--- src/rtl/ps2mc_pkg.sv ---
// Package for the PS/2 mouse packet cursor block.
// Holds phase codes, register indexes and reset constants; no dependencies.
`timescale 1ns / 1ps
`default_nettype none
package ps2mc_pkg;

	// Packet byte phase
	typedef enum logic [1:0] {
		PH_BUTTONS = 2'd0,
		PH_X       = 2'd1,
		PH_Y       = 2'd2
	} phase_t;

	// Configuration register file
	localparam int CFG_W      = 12;
	localparam int CFG_IDX_W  = 1;
	localparam logic [CFG_IDX_W-1:0] REG_SCREEN_WIDTH  = 1'd0;
	localparam logic [CFG_IDX_W-1:0] REG_SCREEN_HEIGHT = 1'd1;

	localparam logic [CFG_W-1:0] SCREEN_WIDTH_RST  = 12'd640;
	localparam logic [CFG_W-1:0] SCREEN_HEIGHT_RST = 12'd480;

	// Cursor geometry
	localparam int COORD_BITS_DEF = 12;
	localparam int POS_X_RST      = 320;
	localparam int POS_Y_RST      = 240;

	// Header byte layout
	localparam int BIT_LEFT   = 0;
	localparam int BIT_RIGHT  = 1;
	localparam int BIT_MIDDLE = 2;
	localparam int BIT_SIGN_X = 4;
	localparam int BIT_SIGN_Y = 5;

endpackage
`default_nettype wire

--- src/rtl/ps2_mouse_packet_cursor_core.sv ---
// Top level of the PS/2 mouse packet decoder with a clamped cursor.
// Depends on ps2mc_pkg for phase codes, register indexes and reset values.
//
//  channel | signals                                   | direction | request
//  --------+-------------------------------------------+-----------+-----------------------
//  in      | in_valid, in_stall, packet_byte           | sink      | one raw mouse byte
//  out     | out_valid, out_stall, cursor_x, cursor_y, | source    | position, buttons and
//          | left/right/middle_button, packet_done     |           | packet-complete mark
//  cfg     | wr_en, wr_index, wr_data                  | sink      | clamp limit write
//
// Each request is decoded and the cursor moved in the cycle it is
// accepted, and the response shows in the output register on the next edge.
// One adder and one clamp compare are shared by both axes.
// A new request is taken every cycle while the output register is empty or drained.
// in_stall rises only while a response waits under out_stall.
// Reset drops the first byte, homes the cursor and restores the default limits.
`timescale 1ns / 1ps
`default_nettype none
module ps2_mouse_packet_cursor_core
	import ps2mc_pkg::*;
#(
	parameter int COORD_BITS = COORD_BITS_DEF
) (
	input  wire logic                  clk,
	input  wire logic                  arst_n,
	// configuration
	input  wire logic                  wr_en,
	input  wire logic [CFG_IDX_W-1:0]  wr_index,
	input  wire logic [CFG_W-1:0]      wr_data,
	// input bytes
	input  wire logic                  in_valid,
	output logic                       in_stall,
	input  wire logic [7:0]            packet_byte,
	// results
	output logic                       out_valid,
	input  wire logic                  out_stall,
	output logic [COORD_BITS-1:0]      cursor_x,
	output logic [COORD_BITS-1:0]      cursor_y,
	output logic                       left_button,
	output logic                       right_button,
	output logic                       middle_button,
	output logic                       packet_done
);

	// Working width: holds the largest limit, a position and a signed 9-bit delta.
	localparam int SW = ((COORD_BITS > CFG_W) ? COORD_BITS : CFG_W) + 2;
	localparam logic [SW-1:0] COORD_MAX = SW'((64'd1 << COORD_BITS) - 64'd1);

	// Limits
	logic [CFG_W-1:0] screen_width_q;
	logic [CFG_W-1:0] screen_height_q;

	// Decoder state; the position and button registers double as the response payload
	phase_t                phase_q, phase_d;
	logic                  skip_done_q;
	logic [COORD_BITS-1:0] pos_x_q, pos_y_q;
	logic [2:0]            buttons_q;
	logic                  sign_x_q, sign_y_q;
	logic                  out_valid_q;
	logic                  packet_done_q;

	logic accept;

	// Shared axis datapath
	logic                  move_y;
	logic [COORD_BITS-1:0] pos_sel;
	logic                  sign_sel;
	logic [CFG_W-1:0]      size_sel;
	logic [SW-1:0]         size_ext;
	logic signed [SW-1:0]  limit;
	logic signed [SW-1:0]  delta;
	logic signed [SW-1:0]  sum;
	logic [COORD_BITS-1:0] pos_new;
	logic                  move_x_en, move_y_en, hdr_en, done_d;

	// Take a request whenever the output register is free or drains this edge
	assign in_stall = out_valid_q & out_stall;
	assign accept   = in_valid & ~in_stall;

	// Configuration writes
	always_ff @(posedge clk or negedge arst_n) begin
		if (!arst_n) begin
			screen_width_q  <= SCREEN_WIDTH_RST;
			screen_height_q <= SCREEN_HEIGHT_RST;
		end else if (wr_en) begin
			unique case (wr_index)
				REG_SCREEN_WIDTH:  screen_width_q  <= wr_data;
				REG_SCREEN_HEIGHT: screen_height_q <= wr_data;
				default: ;
			endcase
		end
	end

	// Phase sequencing: the first byte after reset is dropped and leaves the phase alone
	always_comb begin
		phase_d   = phase_q;
		move_x_en = 1'b0;
		move_y_en = 1'b0;
		hdr_en    = 1'b0;
		done_d    = 1'b0;
		if (skip_done_q) begin
			unique case (phase_q)
				PH_X: begin
					move_x_en = 1'b1;
					phase_d   = PH_Y;
				end
				PH_Y: begin
					move_y_en = 1'b1;
					done_d    = 1'b1;
					phase_d   = PH_BUTTONS;
				end
				default: begin
					// header byte; the unused code is handled the same way
					hdr_en  = 1'b1;
					phase_d = PH_X;
				end
			endcase
		end
	end

	// Pick the axis, add the sign-extended byte and saturate to [0, limit]
	assign move_y   = (phase_q == PH_Y);
	assign pos_sel  = move_y ? pos_y_q  : pos_x_q;
	assign sign_sel = move_y ? sign_y_q : sign_x_q;
	assign size_sel = move_y ? screen_height_q : screen_width_q;
	assign size_ext = SW'(size_sel);
	assign limit    = $signed((size_ext > COORD_MAX) ? COORD_MAX : size_ext);
	assign delta    = $signed({{(SW-8){sign_sel}}, packet_byte});
	assign sum      = $signed(SW'(pos_sel)) + delta;

	always_comb begin
		priority if (sum > limit) begin
			pos_new = COORD_BITS'(limit);
		end else if (sum[SW-1]) begin
			pos_new = '0;
		end else begin
			pos_new = COORD_BITS'(sum);
		end
	end

	// State and response register, advanced on each accepted request
	always_ff @(posedge clk or negedge arst_n) begin
		if (!arst_n) begin
			phase_q       <= PH_BUTTONS;
			skip_done_q   <= 1'b0;
			pos_x_q       <= COORD_BITS'(POS_X_RST);
			pos_y_q       <= COORD_BITS'(POS_Y_RST);
			buttons_q     <= '0;
			sign_x_q      <= 1'b0;
			sign_y_q      <= 1'b0;
			packet_done_q <= 1'b0;
			out_valid_q   <= 1'b0;
		end else begin
			if (accept) begin
				phase_q       <= phase_d;
				skip_done_q   <= 1'b1;
				packet_done_q <= done_d;
				if (move_x_en) begin
					pos_x_q <= pos_new;
				end
				if (move_y_en) begin
					pos_y_q <= pos_new;
				end
				if (hdr_en) begin
					buttons_q <= {packet_byte[BIT_MIDDLE], packet_byte[BIT_RIGHT],
						packet_byte[BIT_LEFT]};
					sign_x_q  <= packet_byte[BIT_SIGN_X];
					sign_y_q  <= packet_byte[BIT_SIGN_Y];
				end
			end
			// hold while stalled, drop once taken
			if (accept) begin
				out_valid_q <= 1'b1;
			end else if (!out_stall) begin
				out_valid_q <= 1'b0;
			end
		end
	end

	assign out_valid     = out_valid_q;
	assign cursor_x      = pos_x_q;
	assign cursor_y      = pos_y_q;
	assign left_button   = buttons_q[0];
	assign right_button  = buttons_q[1];
	assign middle_button = buttons_q[2];
	assign packet_done   = packet_done_q;

	// A waiting response must back-pressure the input side
	a_stall_back: assert property (@(posedge clk) disable iff (!arst_n)
		out_valid && out_stall |-> in_stall)
		else $error("response waiting but input not stalled");

	// Every accepted request yields a response on the next edge
	a_resp_follows: assert property (@(posedge clk) disable iff (!arst_n)
		in_valid && !in_stall |=> out_valid)
		else $error("accepted request produced no response");

	// A completed packet always leaves the decoder back at the header phase
	a_done_phase: assert property (@(posedge clk) disable iff (!arst_n)
		out_valid && packet_done |-> phase_q == PH_BUTTONS && skip_done_q)
		else $error("packet done outside header phase");

	// An accepted Y-byte request always completes the packet
	a_done_src: assert property (@(posedge clk) disable iff (!arst_n)
		in_valid && !in_stall && skip_done_q && phase_q == PH_Y |=> packet_done)
		else $error("Y byte did not complete the packet");

endmodule
`default_nettype wire
--- config.mk ---
export PLATFORM = sky130hd
export DESIGN_NAME = ps2_mouse_packet_cursor_core
export DESIGN_NICKNAME = d
export VERILOG_FILES = /design/src/rtl/ps2mc_pkg.sv /design/src/rtl/ps2_mouse_packet_cursor_core.sv
export SDC_FILE = /design/constraint.sdc
export NUM_CORES = 1
export LEC_CHECK = 0
export ABC_CLOCK_PERIOD_IN_PS = 6700
export BUFFER_PORTS_ARGS = -buffer_cell sky130_fd_sc_hd__buf_4
export CAP_MARGIN = 40
export CORE_MARGIN = 2
export CORE_UTILIZATION = 34
export DETAILED_ROUTE_END_ITERATION = 8
export GPL_ROUTABILITY_DRIVEN = 0
export PLACE_DENSITY = 0.5
export SLEW_MARGIN = 20
export SYNTH_ARGS = -nofsm -noshare
export SYNTH_HDL_FRONTEND = slang
export SYNTH_SLANG_ARGS = --single-unit
--- constraint.sdc ---
create_clock -name clk -period 6.7 [get_ports clk]
set_clock_uncertainty 0.2 [all_clocks]
set_input_delay 1.34 -clock clk [delete_from_list [all_inputs] [get_ports clk]]
set_output_delay 1.34 -clock clk [all_outputs]
set_load 0.01 [all_outputs]
==> results of run 1 <==
## state kept, by name, indices dropped and copies added (netlist names)
name             cells
buttons_q            3
sign_y_q             1
skip_done_q          1
screen_height_q     12
screen_width_q      12
cursor_x            12
cursor_y            12
sign_x_q             1
out_valid            1
packet_done          1
phase_q              2
## cells in the mapped netlist (all sizes together), types with 6 or more instances
cell	n
a21boi	7
a21oi	18
a32o	6
buf	7
clkbuf	8
dfrtp	46
dfstp	12
ha	30
inv	12
mux2	44
mux2i	14
nand2	39
nand3	7
nor2	9
nor3	11
o21ai	12
o31ai	18
## routing by layer
layer,track usage,vias to the layer above,part of all wire
met3,0.0363,9,0.047
met4,0.0495,0,0.010
met2,0.270,74,0.47
met5,0,-,0
met1,0.227,1399,0.47
li1,-,1393,-
## through the flow
step           instances   util
6_report             543  0.426
5_1_grt              543  0.426
4_1_cts              542  0.425
3_5_place_dp         526  0.405
3_3_place_gp         524  0.403
2_1_floorplan        347      -
## layout by cell type (no fill, tap or decap), types with 3 or more instances in the layout
cell type   n
a32o_1      6
dfstp_2    12
nor2_1      9
o211ai_1    3
dfrtp_1    46
o31ai_1    18
a21oi_1    18
nor3_1     10
mux2_2     43
a211oi_1    3
inv_1      12
ha_1       30
or3_1       5
a21boi_0    7
and3_1      3
buf_4      57
clkbuf_8   10
nand3_1     7
mux2i_1    13
xor2_1      4
xnor2_1     4
o21ai_0    10
nand2_1    39
## path summary, 6_finish.rpt
path / end / cells past startpoint
worst min register to register: skip_done_q / 1
worst max-delay path: cursor_y[7] / 18
min in group asynchronous: screen_height_q[1] / 1
worst min-delay path: skip_done_q / 1
worst max register to register: cursor_y[7] / 18
max in group asynchronous: cursor_x[10] / 1
## kinds of logic after synthesis
| group | share of synthesized area |
|---|---|
| XOR/XNOR | 0.0192 |
| multiplexers | 0.179 |
| buffers and inverters | 0.0295 |
| AO/OA/AOI/OAI | 0.153 |
| AND/OR/NAND/NOR | 0.109 |
| flip-flops | 0.402 |
| adder cells (fa/ha/maj) | 0.108 |
## cell type report
| type | count | area, µm² |
|---|---|---|
| Clock inverter | 6 | 72.6 |
| Timing Repair Buffer | 59 | 450 |
| Clock buffer | 10 | 138 |
| Multi-Input combinational cell | 262 | 2070 |
| Inverter | 12 | 45.0 |
| Tap cell | 136 | 170 |
| Fill cell | 1070 | 5950 |
| Sequential cell | 58 | 1470 |
==> out/qor.txt, run 1 <==
outcome - finished, final reports clean
Post-synth top flop - dfrtp_1
final setup vio count - 0
Slew @ Worst Pin - 0.861 ns
Achievable Freq - 189 MHz
crit path max fanout - 9
Antenna Nets Post-Route - 0
post-synthesis sequential area ratio - 0.402
Slew Limit Fails - 0
Net count, final - 459
total wire length - 9.19 mm
diode count - 0
Crit path top cell by count - ha_1
slack of the critical path - 1.40 ns
routed via count - 2875
drt drc - 0
grt ovf - 0
Post-Synthesis Cells - 347
cell family with most CP delay - compound AO/OA/AOI/OAI gates
max_cap viols - 0
H-Tree Depth - 3
syn_area_per_cell - 10.5 µm²
IO Count - 56
WP buf/inv - 4
root cell of the clock tree - clkbuf_8
Arrival @ worst endpoint - 5.34 ns
initial antenna violation count - 0
clk_lat worst skew - 0.34 ns
pre-CTS WS - 1.27 ns
R2R Setup Slk - 1.40 ns
Initial Util - 0.352
DIE AREA - 11600 µm²
DP HPWL - 6.91 mm
count of different cell masters after synthesis - 48
Layout Area Growth over Synthesis - 21.1%
vias in the first global route - 2908
worst hold path type - reg2reg
Placed Instance Area - 4200 µm²
Hold Startpoint - skip_done_q
number of flops mapped to enable cells by yosys - 0
Syn. warnings - 0
Resized Gates After CTS - 0
Via density - 5.29
Initial DRC Count - 187
Critical Path Start - phase_q[0]
fin area - 4420 µm²
core footprint - 10400 µm²
critical path's largest stage delay - 0.48 ns
maximum root-to-sink buffer count - 2
Hold WS - 0.264 ns
Final min period - 5.30 ns
Hold Vio Cnt, Final - 0
#FFs+latches synth - 58
CP Launch Type - flop
reg2reg start - phase_q[0]
Mapped Area - 3650 µm²
Slowest cell on crit path - o22ai_1
fraction of registers with async set/reset - 1.00
CTS Hold Buffers Added - 0
Mapped Nets - 404
RSZ-0062 raised after global routing - no
WL/cell - 16.9 µm
CTS tree - done
critical path required time - 6.73 ns
setup TNS - 0 ns
clk sinks - 58
top-area cell type share of the netlist area - 0.316
cts bufs inserted - 9
Crit. End Element - flop
clock slew at reported path FFs - 0.08 ns
global-route wire length before repair - 15.0 mm
layout cells sized above 1 - 0.334
Synth area leaders - dfrtp_1 32%, mux2_2 13%, ha_1 10%
period utilization - 0.791
first drt pass iteration count - 4
Die X - 108 µm
dominant cell type by area after synthesis - dfrtp_1
maximum number of pins on one net before global-route repair - 59
PortBufs - 55
setup bufs post-CTS - 0
die height - 108 µm
global-route usage over all layers - 0.168
CP Class - reg2reg
Cell Chain, Critical Path - inv_1, ha_1, buf_6, mux2_2, ha_1, a21oi_1, o22ai_1, o31a_1, o31ai_1, inv_1, ha_1, nand4_1, nor4_1, or3_1, o22ai_1, buf_4, nor3_1, o31ai_1
Rows - 37
max_slew headroom - 0.409
Power of run 1 is not shown: default switching activity piles up to over one toggle a cycle in this logic, so the estimate is an artifact.
==> inputs of run 2 (changes only) <==
--- a/config.mk
+++ b/config.mk
@@ -5,14 +5,14 @@
 export SDC_FILE = /design/constraint.sdc
 export NUM_CORES = 1
 export LEC_CHECK = 0
-export ABC_CLOCK_PERIOD_IN_PS = 6700
+export ABC_CLOCK_PERIOD_IN_PS = 4780
 export BUFFER_PORTS_ARGS = -buffer_cell sky130_fd_sc_hd__buf_4
 export CAP_MARGIN = 40
 export CORE_MARGIN = 2
 export CORE_UTILIZATION = 34
 export DETAILED_ROUTE_END_ITERATION = 8
 export GPL_ROUTABILITY_DRIVEN = 0
-export PLACE_DENSITY = 0.5
+export PLACE_DENSITY = 0.52
 export SLEW_MARGIN = 20
 export SYNTH_ARGS = -nofsm -noshare
 export SYNTH_HDL_FRONTEND = slang
==> constraint.sdc (replaced) <==
create_clock -name clk -period 4.78 [get_ports clk]
set_clock_uncertainty 0.2 [all_clocks]
set_input_delay 0.956 -clock clk [delete_from_list [all_inputs] [get_ports clk]]
set_output_delay 0.956 -clock clk [all_outputs]
set_load 0.01 [all_outputs]
==> run 2 against run 1 <==
Net effect:
- critical path depth is 1 lower
- worst setup slack worse by 1.2 ns
- non-clock buffer count is 12 higher
- via count is 2.5% higher
- global-route usage is 0.28 points lower
- critical path type unchanged
==> out/qor.txt, run 2 (synthesis results as in run 1) <==
commonest non-fill, non-tap cell in the layout - buf_4 (unchanged)
worst hold path type - reg2reg (unchanged)
H-Tree Depth - 3 (unchanged)
CP Launch Type - flop (unchanged)
Crit path top cell by count - ha_1 (unchanged)
Antenna Nets Post-Route - 0 (unchanged)
Layout Area Growth over Synthesis - 28.0% (was 21.1%)
first drt pass iteration count - 4 (unchanged)
die height - 108 µm (unchanged)
Final min period - 4.56 ns (was 5.30 ns)
max_cap viols - 0 (unchanged)
CP Class - reg2reg (unchanged)
cts bufs inserted - 9 (unchanged)
clk sinks - 58 (unchanged)
final setup vio count - 0 (unchanged)
commonest non-fill, non-tap cells in the layout - 66 x buf_4, 46 x dfrtp_1, 43 x mux2_2 (was 57 x buf_4, 46 x dfrtp_1, 43 x mux2_2)
grt ovf - 0 (unchanged)
Initial Util - 0.352 (unchanged)
hold path cells - 1 (unchanged)
Initial DRC Count - 130 (was 187)
cell family with most CP delay - compound AO/OA/AOI/OAI gates (unchanged)
clock slew at reported path FFs - 0.08 ns (about the same)
routed via count - 2948 (was 2875)
Net count, final - 472 (was 459)
core footprint - 10400 µm² (unchanged)
outcome - finished, final reports clean (unchanged)
DP HPWL - 7.04 mm (was 6.91 mm)
Slew @ Worst Pin - 0.720 ns (was 0.861 ns)
Achievable Freq - 219 MHz (was 189 MHz)
DIE AREA - 11600 µm² (unchanged)
Slowest cell on crit path - or3_4 (was o22ai_1)
WHS Endpoint - skip_done_q (unchanged)
Crit. End Element - flop (unchanged)
layout cells sized above 1 - 0.402 (was 0.334)
max_slew headroom - 0.520 (was 0.409)
R2R Setup Slk - 0.22 ns (was 1.40 ns)
crit path max fanout - 6 (was 9)
initial antenna violation count - 0 (unchanged)
reg2reg start - phase_q[0] (unchanged)
maximum number of pins on one net before global-route repair - 59 (unchanged)
Hold Startpoint - skip_done_q (unchanged)
diode count - 0 (unchanged)
global-route wire length before repair - 14.6 mm (was 15.0 mm)
worst r2r dst - cursor_x[4] (was cursor_y[7])
Die X - 108 µm (unchanged)
CTS tree - done (unchanged)
WP buf/inv - 3 (was 4)
Via density - 5.30 (was 5.29)
Cell Chain, Critical Path - inv_1, ha_2, buf_6, mux2_2, ha_1, nand2_1, a2111oi_4, or2_4, a21oi_1, xnor2_1, buf_4, ha_1, nand4_1, or3_4, o22a_2, a21boi_0, o31ai_1 (was inv_1, ha_1, buf_6, mux2_2, ha_1, a21oi_1, o22ai_1, o31a_1, o31ai_1, inv_1, ha_1, nand4_1, nor4_1, or3_1, o22ai_1, buf_4, nor3_1, o31ai_1)
fin util - 0.450 (was 0.426)
root cell of the clock tree - clkbuf_8 (unchanged)
filler cell count - 1054 (was 1070)
R2R depth - 17 (was 18)
Slew Limit Fails - 0 (unchanged)
PortBufs - 55 (unchanged)
critical path required time - 4.80 ns (was 6.73 ns)
total wire length - 9.31 mm (was 9.19 mm)
clk_lat worst skew - 0.36 ns (was 0.34 ns)
IO Count - 56 (unchanged)
drt drc - 0 (unchanged)
maximum root-to-sink buffer count - 2 (unchanged)
Hold Vio Cnt, Final - 0 (unchanged)
Rows - 37 (unchanged)
Arrival @ worst endpoint - 4.58 ns (was 5.34 ns)
RSZ-0062 raised after global routing - no (unchanged)
global-route usage over all layers - 0.165 (was 0.168)
WL/cell - 16.7 µm (was 16.9 µm)
period utilization - 0.955 (was 0.791)
vias in the first global route - 2834 (was 2908)
critical path's largest stage delay - 0.46 ns (was 0.48 ns)
[run 2: cell types whose count changed in the layout (fill, tap and decap cells not counted), moves of 3 or more]
cell    previous run  this run
nor3_1            10         6
nor3_2             1         5
buf_6              2         5
ha_2               0         3
ha_1              30        27
buf_4             57        66
[run 2: final cells by class]
cell class / count / area (µm²) / share of cell area
clock buffer: 9 / 124 / 0.0265
clock inverter: 7 / 101 / 0.0217
inverter: 12 / 45.0 / 0.00965
multi-input combinational: 263 / 2210 / 0.473
sequential: 58 / 1470 / 0.314
tap: 136 / 170 / 0.0364
timing repair buffer: 71 / 552 / 0.118
[run 2: repair_timing]
item / 4_1_cts / 5_1_grt
gates resized for setup: 7 / 25
hold buffers: 0 / 0
endpoints found under the hold margin: 0 / 0
pin swaps: 3 / 12
setup endpoints to repair: 22 / 24
setup buffers: 2 / 3
cloned: 0 / 1
[run 2: worst max path at each step]
stage               start  slack, ns           end  depth (start not counted)
2_1_floorplan  phase_q[0]      0.001  cursor_x[10]                         20
3_3_place_gp   phase_q[0]      -0.16   cursor_y[7]                         18
3_5_place_dp   phase_q[0]      -0.23   cursor_y[7]                         18
4_1_cts        phase_q[0]      0.004   cursor_y[7]                         18
5_1_grt        phase_q[0]      0.002  cursor_x[10]                         18
6_report       phase_q[0]       0.22   cursor_x[4]                         17
[run 2: per-stage QoR]
step	area, µm²	hold WS (ns)	std cells	TNS, ns	setup slack [ns]
floorplan	3660	0.226	347	0	0.00101
global placement	4250	0.244	533	-0.463	-0.160
detailed placement	4260	0.248	534	-2.19	-0.225
CTS	4550	0.271	552	0	0.00368
global route	4670	0.280	556	0	0.00214
finish	4670	0.269	556	0	0.217
[run 2: routing by layer]
| metal | GRT usage | share of wire | vias up |
|---|---|---|---|
| met1 | 0.219 | 0.46 | 1466 |
| met5 | 0 | 0 | - |
| met4 | 0.0495 | 0.011 | 0 |
| met2 | 0.265 | 0.49 | 50 |
| li1 | - | - | 1422 |
| met3 | 0.0406 | 0.041 | 10 |
[run 2: worst reg2reg max path, delay by kind of cell, from the launching register on]
kind,cells,cell delay (ns)
AO/OA/AOI/OAI,5,1.18
XOR/XNOR,1,0.14
adder cells (fa/ha/maj),3,0.86
buffers and inverters,3,0.34
flip-flops,1,0.39
multiplexers,1,0.34
AND/OR/NAND/NOR,4,0.98
Power of run 2 is left out for the same reason.
